--- src/rtl/ordered_list_insert_delete_unit_macros.svh ---
// assertion macros for the ordered list unit
`ifndef ORDERED_LIST_INSERT_DELETE_UNIT_MACROS_SVH
`define ORDERED_LIST_INSERT_DELETE_UNIT_MACROS_SVH

// same-cycle implication, sampled on clk_i, off while in reset
`define OLID_ASSERT_IMP(lbl, ante, cons) \
  lbl: assert property (@(posedge clk_i) disable iff (!rst_ni) (ante) |-> (cons)) \
    else $error("olid assertion failed");

// next-cycle implication
`define OLID_ASSERT_NXT(lbl, ante, cons) \
  lbl: assert property (@(posedge clk_i) disable iff (!rst_ni) (ante) |=> (cons)) \
    else $error("olid assertion failed");

`endif

--- src/rtl/olid_pkg.sv ---
// types and codes shared by the ordered list unit
`default_nettype none

package olid_pkg;

  localparam int unsigned DATA_W = 32;

  localparam logic [2:0] OP_APPEND  = 3'd0;
  localparam logic [2:0] OP_RM_HEAD = 3'd1;
  localparam logic [2:0] OP_RM_TAIL = 3'd2;
  localparam logic [2:0] OP_RM_VAL  = 3'd3;
  localparam logic [2:0] OP_RD_IDX  = 3'd4;

  typedef enum logic [2:0] {
    ST_OK       = 3'd0,
    ST_EMPTY    = 3'd1,
    ST_NOTFOUND = 3'd2,
    ST_FULL     = 3'd3,
    ST_BADINDEX = 3'd4
  } status_e;

  typedef struct packed {
    logic [2:0]               opcode;
    logic signed [DATA_W-1:0] value;
    logic [3:0]               index;
  } req_t;

  typedef struct packed {
    status_e                  status;
    logic signed [DATA_W-1:0] item_value;
    logic [4:0]               entry_count;
  } rsp_t;

endpackage

`default_nettype wire

--- src/rtl/ordered_list_insert_delete_unit.sv ---
// Ordered list unit: bounded list of signed 32-bit values in insertion order.
//
// Command channel: req_i is taken at a rising edge with start high and busy
// low. Opcodes append at the tail, remove the head, remove the tail, remove
// the first entry equal to a value, or read the entry at an index.
// Result channel: each command gives exactly one result on rsp_o, valid for
// the single cycle in which done_o is high; the receiver cannot stall it.
// Append, unknown opcodes and errors found when a command is taken (full,
// empty, index out of range) give their result in the next cycle without
// raising busy. Remove head, remove tail and read index pass through the
// registered read of the entry store. Remove by value runs a search that
// reads one entry per cycle up to the match, then a shift that moves each
// later entry up one place per cycle through the single write port of the
// store. The store is addressed as a ring from a head pointer, so removing
// the head moves no data. Reset clears the count and head pointer; the list
// is empty afterwards and the store contents are left as they are.
`default_nettype none

module ordered_list_insert_delete_unit
  import olid_pkg::*;
#(
  parameter int unsigned CAPACITY = 16
) (
  input  wire logic clk_i,
  input  wire logic rst_ni,
  input  wire logic start,
  output logic      busy,
  input  wire req_t req_i,
  output logic      done_o,
  output rsp_t      rsp_o
);

  `include "ordered_list_insert_delete_unit_macros.svh"

  localparam int unsigned AW = $clog2(CAPACITY);
  localparam logic [4:0]  CAP_LOW5 = 5'(CAPACITY);

  logic              mem_we;
  logic [AW-1:0]     mem_waddr;
  logic [DATA_W-1:0] mem_wdata;
  logic [AW-1:0]     mem_raddr;
  logic [DATA_W-1:0] mem_rdata;

  olid_ctrl #(
    .Capacity(CAPACITY)
  ) u_ctrl (
    .clk_i       (clk_i),
    .rst_ni      (rst_ni),
    .start       (start),
    .busy        (busy),
    .req_i       (req_i),
    .done_o      (done_o),
    .rsp_o       (rsp_o),
    .mem_we_o    (mem_we),
    .mem_waddr_o (mem_waddr),
    .mem_wdata_o (mem_wdata),
    .mem_raddr_o (mem_raddr),
    .mem_rdata_i (mem_rdata)
  );

  olid_mem #(
    .Depth(CAPACITY)
  ) u_mem (
    .clk_i   (clk_i),
    .we_i    (mem_we),
    .waddr_i (mem_waddr),
    .wdata_i (mem_wdata),
    .raddr_i (mem_raddr),
    .rdata_o (mem_rdata)
  );

  `OLID_ASSERT_IMP(a_err_value_zero, done_o && rsp_o.status != ST_OK, rsp_o.item_value == '0)
  `OLID_ASSERT_NXT(a_cmd_progress, start && !busy, done_o || busy)
  `OLID_ASSERT_IMP(a_full_count, done_o && rsp_o.status == ST_FULL, rsp_o.entry_count == CAP_LOW5)
  `OLID_ASSERT_IMP(a_write_owned, mem_we, busy || start)

endmodule

`default_nettype wire

--- src/rtl/olid_mem.sv ---
// entry store: one write port, one read port with registered read data
`default_nettype none

module olid_mem
  import olid_pkg::*;
#(
  parameter int unsigned Depth = 16,
  localparam int unsigned AW   = $clog2(Depth)
) (
  input  wire logic              clk_i,
  input  wire logic              we_i,
  input  wire logic [AW-1:0]     waddr_i,
  input  wire logic [DATA_W-1:0] wdata_i,
  input  wire logic [AW-1:0]     raddr_i,
  output logic      [DATA_W-1:0] rdata_o
);

  logic [DATA_W-1:0] mem_q [Depth];
  logic [DATA_W-1:0] rdata_q;

  always_ff @(posedge clk_i) begin
    if (we_i) begin
      mem_q[waddr_i] <= wdata_i;
    end
    rdata_q <= mem_q[raddr_i];
  end

  assign rdata_o = rdata_q;

endmodule

`default_nettype wire

--- src/rtl/olid_ctrl.sv ---
// sequencer: circular head pointer, count, search and shift over the entry store
`default_nettype none

module olid_ctrl
  import olid_pkg::*;
#(
  parameter int unsigned Capacity = 16,
  localparam int unsigned AW      = $clog2(Capacity),
  localparam int unsigned CW      = $clog2(Capacity + 1)
) (
  input  wire logic              clk_i,
  input  wire logic              rst_ni,
  input  wire logic              start,
  output logic                   busy,
  input  wire req_t              req_i,
  output logic                   done_o,
  output rsp_t                   rsp_o,
  output logic                   mem_we_o,
  output logic      [AW-1:0]     mem_waddr_o,
  output logic      [DATA_W-1:0] mem_wdata_o,
  output logic      [AW-1:0]     mem_raddr_o,
  input  wire logic [DATA_W-1:0] mem_rdata_i
);

  typedef enum logic [1:0] {
    S_IDLE,
    S_READ,
    S_SEARCH,
    S_SHIFT
  } state_e;

  state_e            state_q, state_d;
  logic [AW-1:0]     head_q, head_d;
  logic [CW-1:0]     count_q, count_d;
  logic [CW-1:0]     ptr_q, ptr_d;
  logic [2:0]        op_q, op_d;
  logic [DATA_W-1:0] key_q, key_d;
  logic [DATA_W-1:0] got_q, got_d;
  logic              done_q, done_d;
  rsp_t              rsp_q, rsp_d;

  logic              empty, full, idx_ok;
  logic [CW+3:0]     idx_ext;

  // logical position to physical address, one wrap at most
  function automatic logic [AW-1:0] phys(logic [AW-1:0] h, logic [CW-1:0] i);
    logic [CW:0] s;
    s = {{(CW + 1 - AW){1'b0}}, h} + {1'b0, i};
    if (s >= (CW + 1)'(Capacity)) begin
      s = s - (CW + 1)'(Capacity);
    end
    return s[AW-1:0];
  endfunction

  function automatic logic [4:0] cnt5(logic [CW-1:0] c);
    logic [CW+4:0] e;
    e = {5'b0, c};
    return e[4:0];
  endfunction

  assign empty   = (count_q == '0);
  assign full    = (count_q == CW'(Capacity));
  assign idx_ext = {{CW{1'b0}}, req_i.index};
  assign idx_ok  = (idx_ext < {4'b0, count_q});

  always_comb begin
    state_d     = state_q;
    head_d      = head_q;
    count_d     = count_q;
    ptr_d       = ptr_q;
    op_d        = op_q;
    key_d       = key_q;
    got_d       = got_q;
    done_d      = 1'b0;
    rsp_d       = rsp_q;
    mem_we_o    = 1'b0;
    mem_waddr_o = '0;
    mem_wdata_o = req_i.value;
    mem_raddr_o = '0;

    unique case (state_q)
      S_IDLE: begin
        if (start) begin
          op_d = req_i.opcode;
          case (req_i.opcode) inside
            OP_APPEND: begin
              done_d = 1'b1;
              if (full) begin
                rsp_d = '{status: ST_FULL, item_value: '0, entry_count: cnt5(count_q)};
              end else begin
                mem_we_o    = 1'b1;
                mem_waddr_o = phys(head_q, count_q);
                count_d     = count_q + CW'(1);
                rsp_d = '{status: ST_OK, item_value: '0, entry_count: cnt5(count_d)};
              end
            end
            OP_RM_HEAD, OP_RM_TAIL, OP_RM_VAL: begin
              if (empty) begin
                done_d = 1'b1;
                rsp_d = '{status: ST_EMPTY, item_value: '0, entry_count: cnt5(count_q)};
              end else if (req_i.opcode == OP_RM_TAIL) begin
                mem_raddr_o = phys(head_q, count_q - CW'(1));
                state_d     = S_READ;
              end else if (req_i.opcode == OP_RM_HEAD) begin
                mem_raddr_o = phys(head_q, '0);
                state_d     = S_READ;
              end else begin
                mem_raddr_o = phys(head_q, '0);
                ptr_d       = '0;
                key_d       = req_i.value;
                state_d     = S_SEARCH;
              end
            end
            OP_RD_IDX: begin
              if (empty) begin
                done_d = 1'b1;
                rsp_d = '{status: ST_EMPTY, item_value: '0, entry_count: cnt5(count_q)};
              end else if (!idx_ok) begin
                done_d = 1'b1;
                rsp_d = '{status: ST_BADINDEX, item_value: '0,
                          entry_count: cnt5(count_q)};
              end else begin
                mem_raddr_o = phys(head_q, idx_ext[CW-1:0]);
                state_d     = S_READ;
              end
            end
            default: begin
              done_d = 1'b1;
              rsp_d = '{status: ST_OK, item_value: '0, entry_count: cnt5(count_q)};
            end
          endcase
        end
      end

      S_READ: begin
        done_d  = 1'b1;
        state_d = S_IDLE;
        if (op_q == OP_RM_HEAD) begin
          head_d  = phys(head_q, CW'(1));
          count_d = count_q - CW'(1);
        end else if (op_q == OP_RM_TAIL) begin
          count_d = count_q - CW'(1);
        end
        rsp_d = '{status: ST_OK, item_value: mem_rdata_i, entry_count: cnt5(count_d)};
      end

      // data for position ptr_q arrives, next position already on the way
      S_SEARCH: begin
        mem_raddr_o = phys(head_q, ptr_q + CW'(1));
        if (mem_rdata_i == key_q) begin
          got_d   = mem_rdata_i;
          ptr_d   = ptr_q + CW'(1);
          state_d = S_SHIFT;
        end else if (ptr_q == count_q - CW'(1)) begin
          done_d  = 1'b1;
          state_d = S_IDLE;
          rsp_d = '{status: ST_NOTFOUND, item_value: '0, entry_count: cnt5(count_q)};
        end else begin
          ptr_d = ptr_q + CW'(1);
        end
      end

      // move entry ptr_q up one place while fetching the one after it
      S_SHIFT: begin
        if (ptr_q < count_q) begin
          mem_we_o    = 1'b1;
          mem_waddr_o = phys(head_q, ptr_q - CW'(1));
          mem_wdata_o = mem_rdata_i;
          mem_raddr_o = phys(head_q, ptr_q + CW'(1));
          ptr_d       = ptr_q + CW'(1);
        end else begin
          done_d  = 1'b1;
          state_d = S_IDLE;
          count_d = count_q - CW'(1);
          rsp_d = '{status: ST_OK, item_value: got_q, entry_count: cnt5(count_d)};
        end
      end

      default: state_d = S_IDLE;
    endcase
  end

  always_ff @(posedge clk_i or negedge rst_ni) begin
    if (!rst_ni) begin
      state_q <= S_IDLE;
      head_q  <= '0;
      count_q <= '0;
      ptr_q   <= '0;
      op_q    <= OP_APPEND;
      done_q  <= 1'b0;
      rsp_q   <= '0;
    end else begin
      state_q <= state_d;
      head_q  <= head_d;
      count_q <= count_d;
      ptr_q   <= ptr_d;
      op_q    <= op_d;
      done_q  <= done_d;
      rsp_q   <= rsp_d;
    end
  end

  always_ff @(posedge clk_i) begin
    key_q <= key_d;
    got_q <= got_d;
  end

  assign busy   = (state_q != S_IDLE);
  assign done_o = done_q;
  assign rsp_o  = rsp_q;

endmodule

`default_nettype wire

--- config.mk ---
export PLATFORM = sky130hd
export DESIGN_NAME = ordered_list_insert_delete_unit
export DESIGN_NICKNAME = d
export VERILOG_FILES = /design/src/rtl/olid_pkg.sv /design/src/rtl/ordered_list_insert_delete_unit.sv /design/src/rtl/olid_mem.sv /design/src/rtl/olid_ctrl.sv
export VERILOG_INCLUDE_DIRS = /design/src /design/src/rtl
export SDC_FILE = /design/constraint.sdc
export NUM_CORES = 1
export LEC_CHECK = 0
export BUFFER_PORTS_ARGS = -buffer_cell sky130_fd_sc_hd__buf_2
export CELL_PAD_IN_SITES_DETAIL_PLACEMENT = 1
export CELL_PAD_IN_SITES_GLOBAL_PLACEMENT = 2
export CORE_MARGIN = 8
export CORE_UTILIZATION = 40
export CTS_BUF_LIST = sky130_fd_sc_hd__clkbuf_8
export CTS_CLUSTER_DIAMETER = 150
export DETAILED_ROUTE_END_ITERATION = 7
export PLACE_DENSITY_LB_ADDON = 0.08
export SYNTH_ARGS = -nofsm -noshare
export SYNTH_HDL_FRONTEND = slang
export SYNTH_SLANG_ARGS = --single-unit
--- constraint.sdc ---
create_clock -name clk_i -period 11.7 [get_ports clk_i]
set_input_delay 0.585 -clock clk_i [delete_from_list [all_inputs] [get_ports clk_i]]
set_output_delay 0.585 -clock clk_i [all_outputs]
set_load 0.01 [all_outputs]
# ---- Word-level counts from Yosys, hierarchy flattened
# Memory sizes are Yosys's and may differ from the RTL's. A register that Yosys moved wholly into a read port is not among the register bits.
# Index checks and enable logic that the tools add are counted.
dict set report totals {
  regBits 124
  latch_bits 0
  ramBits 512
  rom_bits 0
  word_cells 171
  mem_count 1
}
dict set report op_classes {
  add_sub_neg 17
  mul 0
  n_div 0
  n_lt_le_gt_ge 9
  n_eq_ne 30
  n_shift 0
  mux 84
  n_bitwise 4
  reduce_logical 15
}
# name depth width rd rd_ports_with_merged_regs write_ports line
set memory_table {}
lappend memory_table {u_mem.mem_q 16 32 1 1 1 olid_mem.sv:18} ;# logic [DATA_W-1:0] mem_q [Depth];
# operator n
set op_table {}
lappend op_table {{40-bit two-way mux} 10}
lappend op_table {{40-bit one-hot mux with 4 select lines} 1}
lappend op_table {{4-bit two-way mux} 20}
lappend op_table {{5-bit two-way mux} 15}
lappend op_table {{32-bit two-way mux} 2}
lappend op_table {{39-bit two-way mux} 1}
lappend op_table {{32-bit == test} 1}
lappend op_table {{5-bit one-hot mux with 3 select lines} 2}
lappend op_table {{4-bit by 1-bit subtractor with 4-bit output, second input constant} 7}
lappend op_table {{4-bit by 5-bit adder with 6-bit output} 4}
lappend op_table {{6-bit by 5-bit greater-or-equal comparator with 1-bit output, second input constant} 4}
lappend op_table {{2-bit two-way mux} 12}
lappend op_table {{2-bit inequality test, second input constant} 9}
lappend op_table {{1-bit two-way mux} 16}
lappend op_table {{7-bit AND reduction} 2}
lappend op_table {{4-bit one-hot mux with 3 select lines} 1}
lappend op_table {{5-bit by 1-bit adder with 5-bit output, second input constant} 2}
lappend op_table {{5-bit greater-or-equal comparator, second input constant} 2}
lappend op_table {{5-bit by 1-bit subtractor with 5-bit output, second input constant} 2}
lappend op_table {{3-bit by 2-bit == test with 1-bit output, second input constant} 3}
lappend op_table {{3-bit by 2-bit inequality test with 1-bit output, second input constant} 3}
lappend op_table {{9-bit AND reduction} 1}
lappend op_table {{2-bit one-hot mux with 4 select lines} 1}
lappend op_table {{4-bit one-hot mux with 2 select lines} 1}
lappend op_table {{other kinds (27)} 37}

# ---- Logic depth before layout (Yosys ltp)
# Gate-level depths: netlist of run 1.
dict set report logic_depth {
  word_depth 10
  ltp_mapped 16
  depth_no_buf 12
}

# ---- Modules after synthesis
# Synthesis of run 1 repeated with hierarchy kept, for this count alone.
dict set report unflattened {
  hier_cells 1457
  area_unflattened_um2 27146.0
}
# mod instances cells_each area_each_um2
set modules_own_cells {}
lappend modules_own_cells {olid_mem 1 838 19835.3}
lappend modules_own_cells {olid_ctrl 1 619 7310.8}

# ---- Worst setup path after synthesis of run 1
# Ideal clock, no wire load.
dict set report synth_path {
  kind {reg2reg}
  from {reg u_ctrl.count_q[3]}
  to {mem u_mem.mem_q[8][0], enable pin}
  setup_ns 0.421
  arrival_time_ns 3.955
  required_time_ns 11.279
  setup_slack_ns 7.323
  path_stages_with_launch 12
  path_cell_list {dfrtp_1 buf_2 inv_1 ha_1 a21o_1 a21oi_1 and3_1 clkbuf_1 clkbuf_1 a22oi_1 or3b_2 nor2_1}
}
dict set report synth_via {
  elab_chain_len 7
  elab_cells_between_ends 18
}
# element line
set synth_lines {}
lappend synth_lines {{start: declaration} olid_ctrl.sv:34} ;# logic [CW-1:0] count_q, count_d;
lappend synth_lines {{start signal: assignment} olid_ctrl.sv:195} ;# count_q <= count_d;
lappend synth_lines {{4-bit by 5-bit adder with 6-bit output or 5-bit == test (tied branches)} {olid_ctrl.sv:48, olid_ctrl.sv:62}}
lappend synth_lines {{6-bit by 5-bit greater-or-equal comparator with 1-bit output, or another cell as far along} olid_ctrl.sv:49} ;# if (s >= (CW + 1)'(Capacity)) begin
lappend synth_lines {{4-bit two-way mux or 1-bit two-way mux (tied branches)} {olid_ctrl.sv:49, olid_ctrl.sv:85}}
lappend synth_lines {{4-bit two-way mux or 1-bit two-way mux (tied branches)} {olid_ctrl.sv:88, olid_ctrl.sv:83}}
lappend synth_lines {{4-bit two-way mux or 1-bit one-hot mux with 2 select lines (tied branches)} {olid_ctrl.sv:85, olid_ctrl.sv:81}}
lappend synth_lines {{4-bit two-way mux or 1-bit two-way mux (tied branches)} {olid_ctrl.sv:83, olid_mem.sv:22}}
lappend synth_lines {{4-bit one-hot mux with 2 select lines or 1-bit two-way mux (tied branches)} {olid_ctrl.sv:81, olid_mem.sv:23}}
lappend synth_lines {{end: declaration} olid_mem.sv:18}
# Several ways; a longest one is shown, not always the timed one.

# ---- Worst setup path after layout of run 1
dict set report layout_path {
  from {reg u_ctrl.count_q[0]}
  to {reg u_mem.rdata_q[3] (netlist: u_mem.rdata_o[3]), read port of u_mem.mem_q}
}
dict set report layout_via {
  elab_chain_len 10
  elab_cells_between_ends 18
}
# element line
set layout_lines {}
lappend layout_lines {{5-bit by 1-bit subtractor with 5-bit output} olid_ctrl.sv:102} ;# mem_raddr_o = phys(head_q, count_q - CW'(1));
lappend layout_lines {{4-bit by 5-bit adder with 6-bit output} olid_ctrl.sv:48} ;# s = {{(CW + 1 - AW){1'b0}}, h} + {1'b0, i};
lappend layout_lines {{6-bit by 5-bit greater-or-equal comparator with 1-bit output or 4-bit by 1-bit subtractor with 4-bit output (tied branches)} {olid_ctrl.sv:49, olid_ctrl.sv:50}}
lappend layout_lines {{4-bit two-way mux} olid_ctrl.sv:49}
lappend layout_lines {{4-bit two-way mux} olid_ctrl.sv:101} ;# end else if (req_i.opcode == OP_RM_TAIL) begin
lappend layout_lines {{4-bit two-way mux} olid_ctrl.sv:98} ;# if (empty) begin
lappend layout_lines {{4-bit two-way mux (2 in a row)} olid_ctrl.sv:85} ;# case (req_i.opcode) inside
lappend layout_lines {{4-bit two-way mux} olid_ctrl.sv:83} ;# if (start) begin
lappend layout_lines {{4-bit one-hot mux with 3 select lines (*)} olid_ctrl.sv:81} ;# unique case (state_q)
lappend layout_lines {{end: declaration} olid_mem.sv:19} ;# logic [DATA_W-1:0] rdata_q;
# Every way passes the cells marked *; elsewhere a longest branch is shown, timed or not.
# A chain may end at the register's enable or synchronous reset.

==> results of run 1 <==
[final timing paths]
check	from	end	cells past startpoint
setup / recovery	u_ctrl.count_q[0]$_DFFE_PN0P_	u_mem.rdata_o[3]$_DFF_P_	14
hold / removal	rst_ni	u_ctrl.rsp_o[1]$_DFFE_PN0P_	2
setup reg to reg	u_ctrl.count_q[0]$_DFFE_PN0P_	u_mem.rdata_o[3]$_DFF_P_	14
hold reg to reg	u_mem.rdata_o[5]$_DFF_P_	u_ctrl.got_q[5]$_DFFE_PP_	0
min in group clk_i	req_i[12]	u_ctrl.key_q[8]$_DFFE_PP_	1
max in group asynchronous	rst_ni	u_ctrl.state_q[0]$_DFFE_PN0P_	2
[metal layers]
layer	vias up	routed length (um)	global-route usage
li1	7904	-	-
met1	9578	41100	0.310
met2	516	43800	0.367
met3	133	4620	0.0362
met4	0	2270	0.0635
met5	-	0	0
[power groups by stage]
stage                     registers [mW]  clock network, mW  logic (mW)
after floorplan                     3.03                  0        1.23
after global placement              3.11                  0        1.92
after detailed placement            3.12                  0        1.95
after CTS                           3.07               2.06        1.96
after global routing                3.09               2.15        2.11
final                               3.07               2.01        1.93
[critical path, stage by stage, from the launching register on]
cell                        delay (ns)
sky130_fd_sc_hd__dfrtp_1          0.61
sky130_fd_sc_hd__inv_1            0.17
sky130_fd_sc_hd__ha_1             0.47
sky130_fd_sc_hd__inv_1            0.08
sky130_fd_sc_hd__ha_1             0.27
sky130_fd_sc_hd__a21o_1           0.20
sky130_fd_sc_hd__a2111oi_0        0.41
sky130_fd_sc_hd__mux2i_1          0.13
sky130_fd_sc_hd__nand4_1          0.17
sky130_fd_sc_hd__o211a_4          0.17
sky130_fd_sc_hd__buf_4            0.71
sky130_fd_sc_hd__buf_4            0.99
sky130_fd_sc_hd__mux4_2           0.61
sky130_fd_sc_hd__nand2_1          0.09
sky130_fd_sc_hd__nand4_1          0.07
[final cells by class]
class                      instances  area (um2)  area share
antenna                            1        2.50   0.0000775
clock buffer                     123        1690      0.0524
clock inverter                    93         498      0.0154
inverter                          22        82.6     0.00256
multi-input combinational       1195        8610       0.267
sequential                       668       19400       0.602
tap                              950        1190      0.0368
timing repair buffer             131         778      0.0241
[stage by stage]
stage	util	power (mW)	hold WS, ns	instances	instance area, um2
3_5_place_dp	0.423	5.07	0.490	2965	30100
4_1_cts	0.454	7.09	0.00282	3182	32300
3_3_place_gp	0.423	5.03	0.484	2965	30100
6_report	0.454	7.01	0.0245	3183	32300
2_1_floorplan	-	4.26	0.289	2011	28500
5_1_grt	0.454	7.35	0.0113	3183	32300
[kinds of logic (layout without fill, tap and decap cells)]
group / count (synthesis) / count (layout) / synth area share
buf+inv: 148 / 369 / 0.0248
simple gates: 625 / 625 / 0.108
xor+xnor: 62 / 62 / 0.0193
compound gates: 296 / 296 / 0.0678
other cells: 0 / 1 / 0
fa+ha+maj: 38 / 38 / 0.0180
flops: 668 / 668 / 0.681
mux: 174 / 174 / 0.0812
[state kept, by name (all words and copies together), names as in the netlist]
| register | flops |
|---|---|
| u_ctrl.state_q | 2 |
| u_mem.mem_q | 512 |
| u_ctrl.got_q | 32 |
| u_ctrl.head_q | 4 |
| u_ctrl.rsp_o | 40 |
| u_ctrl.op_q | 3 |
| u_ctrl.key_q | 32 |
| u_ctrl.count_q | 5 |
| u_ctrl.done_o | 1 |
| u_ctrl.ptr_q | 5 |
| u_mem.rdata_o | 32 |
[synth_stat cells (all sizes together) (33+ instances only)]
cell type / count
a22oi: 34
buf: 56
clkbuf: 70
dfrtp: 60
edfxtp: 576
ha: 33
mux2: 140
nand2: 183
nand3: 204
nand4: 37
nor2: 78
o211ai: 39
o21ai: 128
or2: 68
xor2: 43
==> results list, run 1 <==
- The worst setup path is captured at a flip-flop.
- After global routing the overflow that remains totals 0.
- For this run, design rule violations remaining after detail routing come to 0.
* Number of DRC violations after detailed-routing iteration 0: roughly 1300
- Quantity of hold-fixing buffers added after cts: 1
- Chip Height: 283 um
* Worst Max-Slew Pin Slew: around 1.2 ns
* Shortest period the worst path allows: between 5 and 6 ns
- At the later pin of the worst-skew pair, clock insertion delay measures 0.74 ns.
* Worst slew margin: 0.206
- Deepest clock path buffer count: 3
- Required arrival time at the worst endpoint: 12.30 ns
* Number of nets at the end of the flow: 2212
* Clock Root Buffer: sky130_fd_sc_hd__clkbuf_8
- Share of the synthesized area in the top cell type: 0.606
- Switching portion of total power: 0.347
- Count of mapped cells out of synthesis: 2011
* Placeable core region: 71100 um2
- Final Setup Violations: 0
- In this run the tool buffered the top-level ports with slightly above 80 buffer cells.
* Relative contribution of sequential cells to total power: 0.438
- H-Tree Depth: 3
- Most common cell after layout, fill and taps aside: sky130_fd_sc_hd__edfxtp_1
- In the final routed layout, each cell accounts on average for approximately 29 um.
- Routed vias/inst: around 5.7
- Unrepaired setup endpoints after global routing: false
- Internal power summed over all cells: approximately 4.6 mW
- Across all register-to-register paths, the minimum setup slack is between 6 and 7 ns.
- Initial cell density of the core: 0.401
- The first detailed-routing pass took 5 iterations.
- Vias: approximately 18000
- Of the synthesized area, sequential elements account for 0.681.
* Avg Inst Size Synth: around 14 um2
- The via count of the first global-routing pass was approximately 19000.
- At the end of routability-driven placement, the weighted congestion stood at ~0.8.
- Summed over all instances, the cell type with the most area after synthesis is sky130_fd_sc_hd__edfxtp_1.
- Clock-pin slew on the worst setup and hold paths: about 0.060 ns
- Hold violation count in the final report: 0
- STA puts the critical path data arrival time at 6.00 ns.
- Final wirelength: 91.8 mm
- Proportion of power drawn by combinational gates: 0.275
- Fraction of synthesis flops using an asynchronous set or reset pin: 0.0898
- Horizontal die dimension: 283 um
* Start-to-end type of the worst setup path: reg -> reg
- Most area-consuming cells after synthesis: sky130_fd_sc_hd__edfxtp_1 61%, sky130_fd_sc_hd__dfrtp_1 5.3%, sky130_fd_sc_hd__mux2_2 4.5%, sky130_fd_sc_hd__nand3_1 3.6%, sky130_fd_sc_hd__mux4_2 2.5%
- Power per standard cell area: between 200 and 250 nW/um2
- Distinct cell type count after synthesis: 67
* Largest net degree at the start of global routing: between 80 and 90
- Total setup buffers inserted after CTS: 0
* Cts bufs inserted: around 110
* Resized cells post-CTS: 0
- Total GRT Usage: 0.225
- Die outline area: 80200 um2
* Number of nets with antenna violations after detailed routing: 0
- Number of enable-type register cells in the synthesized netlist: around 580
* Number of fill cells in the layout: ~7000
- Clock network power share: 0.287
- For this design, the sink count on the clock tree is around 670.
- Setup total negative slack on the finished layout was measured at 0 ns.
- Worst setup slack after placement: approximately 6.4 ns
- Switching power of the nets: between 2 and 2.5 mW
- Along the worst path, the maximum fanout reaches 81.
* Placement Rows: roughly 100
* Synthesized flop and latch total: between 600 and 700
* Syn-to-layout area delta: 13.1%
* Top FF cell, synth: sky130_fd_sc_hd__edfxtp_1
* Final clock skew: about 0.054 ns
- Derived from the worst setup path, the maximum achievable clock frequency is 0.185 GHz.
- Pins Over Slew Limit: 0
* IR Drop Worst-Case VDD: around 0.11 mV
* Placed wire-length estimate after detailed placement: between 50 and 60 mm
- For this design the static power due to leakage is ~11 nW.
- I/O pin count: 84
* Period utilization: 0.461
- Synthesized cell area: between 20000 and 30000 um2
- Startpoint kind of the worst setup timing path: flip-flop
- Min setup slack post-route: approximately 6.3 ns
- Number of warnings printed during yosys synthesis: 0
* Top library cells by usage in the layout, fill and taps aside: 576 x sky130_fd_sc_hd__edfxtp_1, 202 x sky130_fd_sc_hd__nand3_1, 182 x sky130_fd_sc_hd__nand2_1
- The initial antenna violation count came to 3.
- Share of cells above drive strength 1: 0.243
- Counting every net in the synthesized netlist gives about 2100.
* Global-route wire length before repair: 134 mm
* CTS tree: yes
- Max-Cap Viols: 0
- Outcome: finished, final reports clean
- The path class of the tightest hold or removal check is in -> async.
(Power assumes the default switching activity.)
==> inputs of run 2 (changes only) <==
- clock period: 11.7 -> 4.6 ns (I/O delays scaled with it)
==> run 2 against run 1 <==
- sequential share of layout area decreased by 1.7 points
- first-iteration DRC count rose by 6.1%
- wire length is 1.8% higher
==> results list, run 2 (synthesis gave the netlist of run 1 again) <==
- For this design, the slowest cell found on the critical path is sky130_fd_sc_hd__dfrtp_1.
* Largest net degree at the start of global routing: 65 (-21%)
- The flip-flop count of the largest register after layout is 512 (unchanged).
- Capture point of the worst reg-to-reg path: u_mem.rdata_o[13]$_DFF_P_
- The die extent in y is 283 um (unchanged).
* Clock-pin slew on the worst setup and hold paths: 0.06 ns (about the same)
- The max capacitance violation total is 0 (unchanged).
- Fin util: 0.467 (+0.0132)
* Launch instance of the worst register-to-register path: u_ctrl.count_q[0]$_DFFE_PN0P_
* Worst Path Max Fanout: 35 (-57%)
- The final period demand of the worst path is 4.22 ns (-1.17 ns).
* Syn-to-layout area delta: 16.4%
- The register area is 19400 um2 (unchanged).
- Critical Path Stages: 13 (-1)
* Peak Freq: 0.237 GHz (+28%)
- IR Drop Worst-Case VDD: 0.248 mV (+120%)
* Chain of cells forming the critical path: inv_1, ha_1, inv_1, ha_1, a21o_1, a2111oi_0, mux2i_1, nand4_1, o211a_4, buf_12, mux2_2, a32oi_1, nand4_1
* FF-to-FF setup slack: 0.38 ns (-5.93 ns)
* Worst slew margin: 0.360 (+0.154)
- The count of cells resized by post-cts repair was 0 (unchanged).
- Hold violation count in the final report: 0 (unchanged)
- The worst hold path belongs to the class in -> async.
* Buffers on Ports: 83 (unchanged)
- Largest register by flop count: u_mem.mem_q
- H-Tree Depth: 3 (unchanged)
- The total buffers and inverters traversed by the critical path is 3 (-1).
* Residual DRC: 0 (unchanged)
- Antenna violations before repair: 3 (unchanged)
- The fraction of layout instances using a drive strength above 1 was 0.248 (+0.00543).
* Relative contribution of sequential cells to total power: 0.430 (-0.008)
* Startpoint kind of the worst setup timing path: flip-flop
* Total Neg Setup Slack: 0 ns (unchanged)
- Vias: 18503 (+2.1%)
- Placement Rows: 98 (unchanged)
* Placed wire-length estimate after detailed placement: 54.6 mm (+3.4%)
- Horizontal die dimension: 283 um (unchanged)
* Die outline area: 80200 um2 (unchanged)
* Num Clock Sinks: 668 (unchanged)
* Cts bufs inserted: 117 (+2.6%)
* Number of nets with antenna violations after detailed routing: 0 (unchanged)
* Outcome: finished, final reports clean
- CTS tree: yes
- The relative contribution of the clock network to total power is 0.285 (-0.002).
* Number of DRC violations after detailed-routing iteration 0: 1343 (+6.1%)
* Largest delay share family, worst path: compound AO/OA/AOI/OAI gates
- Power per standard cell area: 545 nW/um2 (+150%)
- Routed vias/inst: 5.68 (-0.24%)
- The weighted congestion reported at the end of routability-driven placement came to 0.781 (-2.1%).
* Wire length per cell: 28.7 um (-0.44%)
* Leakage power: 11.7 nW (+3.6%)
* Placeable core region: 71100 um2 (unchanged)
* Deepest clock path buffer count: 3 (unchanged)
- Switching portion of total power: 0.347 (about the same)
* Kind of end point of the critical path: flip-flop
* Source-to-sink clock delay at the later pin of the worst-skew pair: 0.74 ns (about the same)
* Most common cell after layout, fill and taps aside: sky130_fd_sc_hd__edfxtp_1
* Number of fill cells in the layout: 7132 (-0.59%)
* Slowest stage delay, CP: 0.59 ns (-0.40 ns)
- The library cells used most frequently in the layout, excluding fill and tap cells, are 576 x sky130_fd_sc_hd__edfxtp_1, 202 x sky130_fd_sc_hd__nand3_1, 182 x sky130_fd_sc_hd__nand2_1.
- Internal power summed over all cells: 11.8 mW (+160%)
- Final clock skew: 0.0370 ns (-0.0169 ns)
* Initial cell density of the core: 0.401 (unchanged)
- Pins Over Slew Limit: 0 (unchanged)
* Unrepaired setup endpoints after global routing: false
- In this run the clock root is driven by a sky130_fd_sc_hd__clkbuf_8.
- Period utilization: 0.918 (+0.457)
- The area taken by multi-input logic gates was 8610 um2 (unchanged).
- The switching power summed over all nets was 6.28 mW (+160%).
- Global-route wire length before repair: 137 mm (+2.4%)
- The critical path in this run is classified as reg -> reg.
* Source of the critical timing path: u_ctrl.count_q[0]$_DFFE_PN0P_
- The total setup violations reported at the end of the flow was 0 (unchanged).
- The sum of overflow across all layers after global routing is 0 (unchanged).
- Signal arrival time at the worst endpoint: 4.82 ns (-1.18 ns)
- The global-route usage over all layers is 0.229 (+0.00400).
* Number of cells traversed by the worst register-to-register path: 13 (-1)
- The combinational power share came to 0.285 (+0.010).
* Via count of the first global-routing pass: 19675 (+3.3%)
- Worst Max-Slew Pin Slew: 0.955 ns (-0.234 ns)
* Final wirelength: 93.5 mm (+1.8%)
* Number of nets at the end of the flow: 2283 (+3.2%)
* Detailed-routing iteration count for the pre-antenna-repair pass: 7 (+2)
- In this run the worst setup path terminates at u_mem.rdata_o[13]$_DFF_P_.
* I/O pin count: 84 (unchanged)
- The data required time of the worst path is 5.19 ns (-7.11 ns).
- Total design power: 18.1 mW (+160%)
run 2: cell types whose count changed in the layout (fill, tap and decap cells not counted), moves of 3 or more:
cell,change
sky130_fd_sc_hd__clkinv_1,+8
sky130_fd_sc_hd__dlygate4sd3_1,+37
sky130_fd_sc_hd__clkinv_2,-3
sky130_fd_sc_hd__inv_1,-3
sky130_fd_sc_hd__buf_4,+7
sky130_fd_sc_hd__clkbuf_8,+6
sky130_fd_sc_hd__buf_12,+24
run 2: layout make-up:
| class | instances | area share |
|---|---|---|
| antenna | 2 | 0.000151 |
| clock buffer | 129 | 0.0534 |
| clock inverter | 91 | 0.0134 |
| inverter | 22 | 0.00249 |
| multi-input combinational | 1195 | 0.259 |
| sequential | 668 | 0.585 |
| tap | 950 | 0.0358 |
| timing repair buffer | 199 | 0.0506 |
run 2: stage by stage:
stage	std cells	instance area, um2	setup WS, ns	hold slack [ns]
3_5_place_dp	2996	30600	0.403	0.427
6_report	3256	33200	0.376	0.207
4_1_cts	3254	33200	0.329	0.153
3_3_place_gp	2996	30600	0.561	0.427
5_1_grt	3255	33200	0.0247	0.201
2_1_floorplan	2011	28500	0.223	-0.0656
run 2: repair_timing:
action / CTS / global route
endpoints found under the setup margin: 0 / 0
endpoints found under the hold margin: 95 / 0
buffers inserted: 0 / 0
hold buffers: 38 / 0
run 2: routing by layer:
layer  wire [um]  GRT usage
met5           0          0
met4        2120     0.0656
met3        4660     0.0333
met2       45300      0.380
met1       41400      0.312
run 2: worst reg2reg max path, cell delays in order, from the launching register on:
cell                        delay [ns]
sky130_fd_sc_hd__dfrtp_1          0.59
sky130_fd_sc_hd__inv_1            0.18
sky130_fd_sc_hd__ha_1             0.46
sky130_fd_sc_hd__inv_1            0.08
sky130_fd_sc_hd__ha_1             0.28
sky130_fd_sc_hd__a21o_1           0.21
sky130_fd_sc_hd__a2111oi_0        0.41
sky130_fd_sc_hd__mux2i_1          0.15
sky130_fd_sc_hd__nand4_1          0.18
sky130_fd_sc_hd__o211a_4          0.50
sky130_fd_sc_hd__buf_12           0.30
sky130_fd_sc_hd__mux2_2           0.41
sky130_fd_sc_hd__a32oi_1          0.22
sky130_fd_sc_hd__nand4_1          0.11
run 2: worst min path at each step:
stage	end	slack, ns	cells past startpoint
5_1_grt	u_ctrl.key_q[26]$_DFFE_PP_	0.20	2
6_report	u_ctrl.rsp_o[3]$_DFFE_PN0P_	0.21	3
3_5_place_dp	u_ctrl.key_q[26]$_DFFE_PP_	0.43	1
3_3_place_gp	u_ctrl.key_q[7]$_DFFE_PP_	0.43	1
2_1_floorplan	u_ctrl.count_q[0]$_DFFE_PN0P_	-0.07	0
4_1_cts	u_ctrl.key_q[25]$_DFFE_PP_	0.15	2
run 2: power groups by stage:
| stage | sequential, mW | clock, mW | combinational, mW |
|---|---|---|---|
| finish | 7.79 | 5.16 | 5.16 |
| global route | 7.85 | 5.56 | 5.59 |
| CTS | 7.79 | 5.31 | 5.21 |
| detailed placement | 7.92 | 0 | 5.15 |
| global placement | 7.90 | 0 | 5.08 |
| floorplan | 7.71 | 0 | 3.13 |
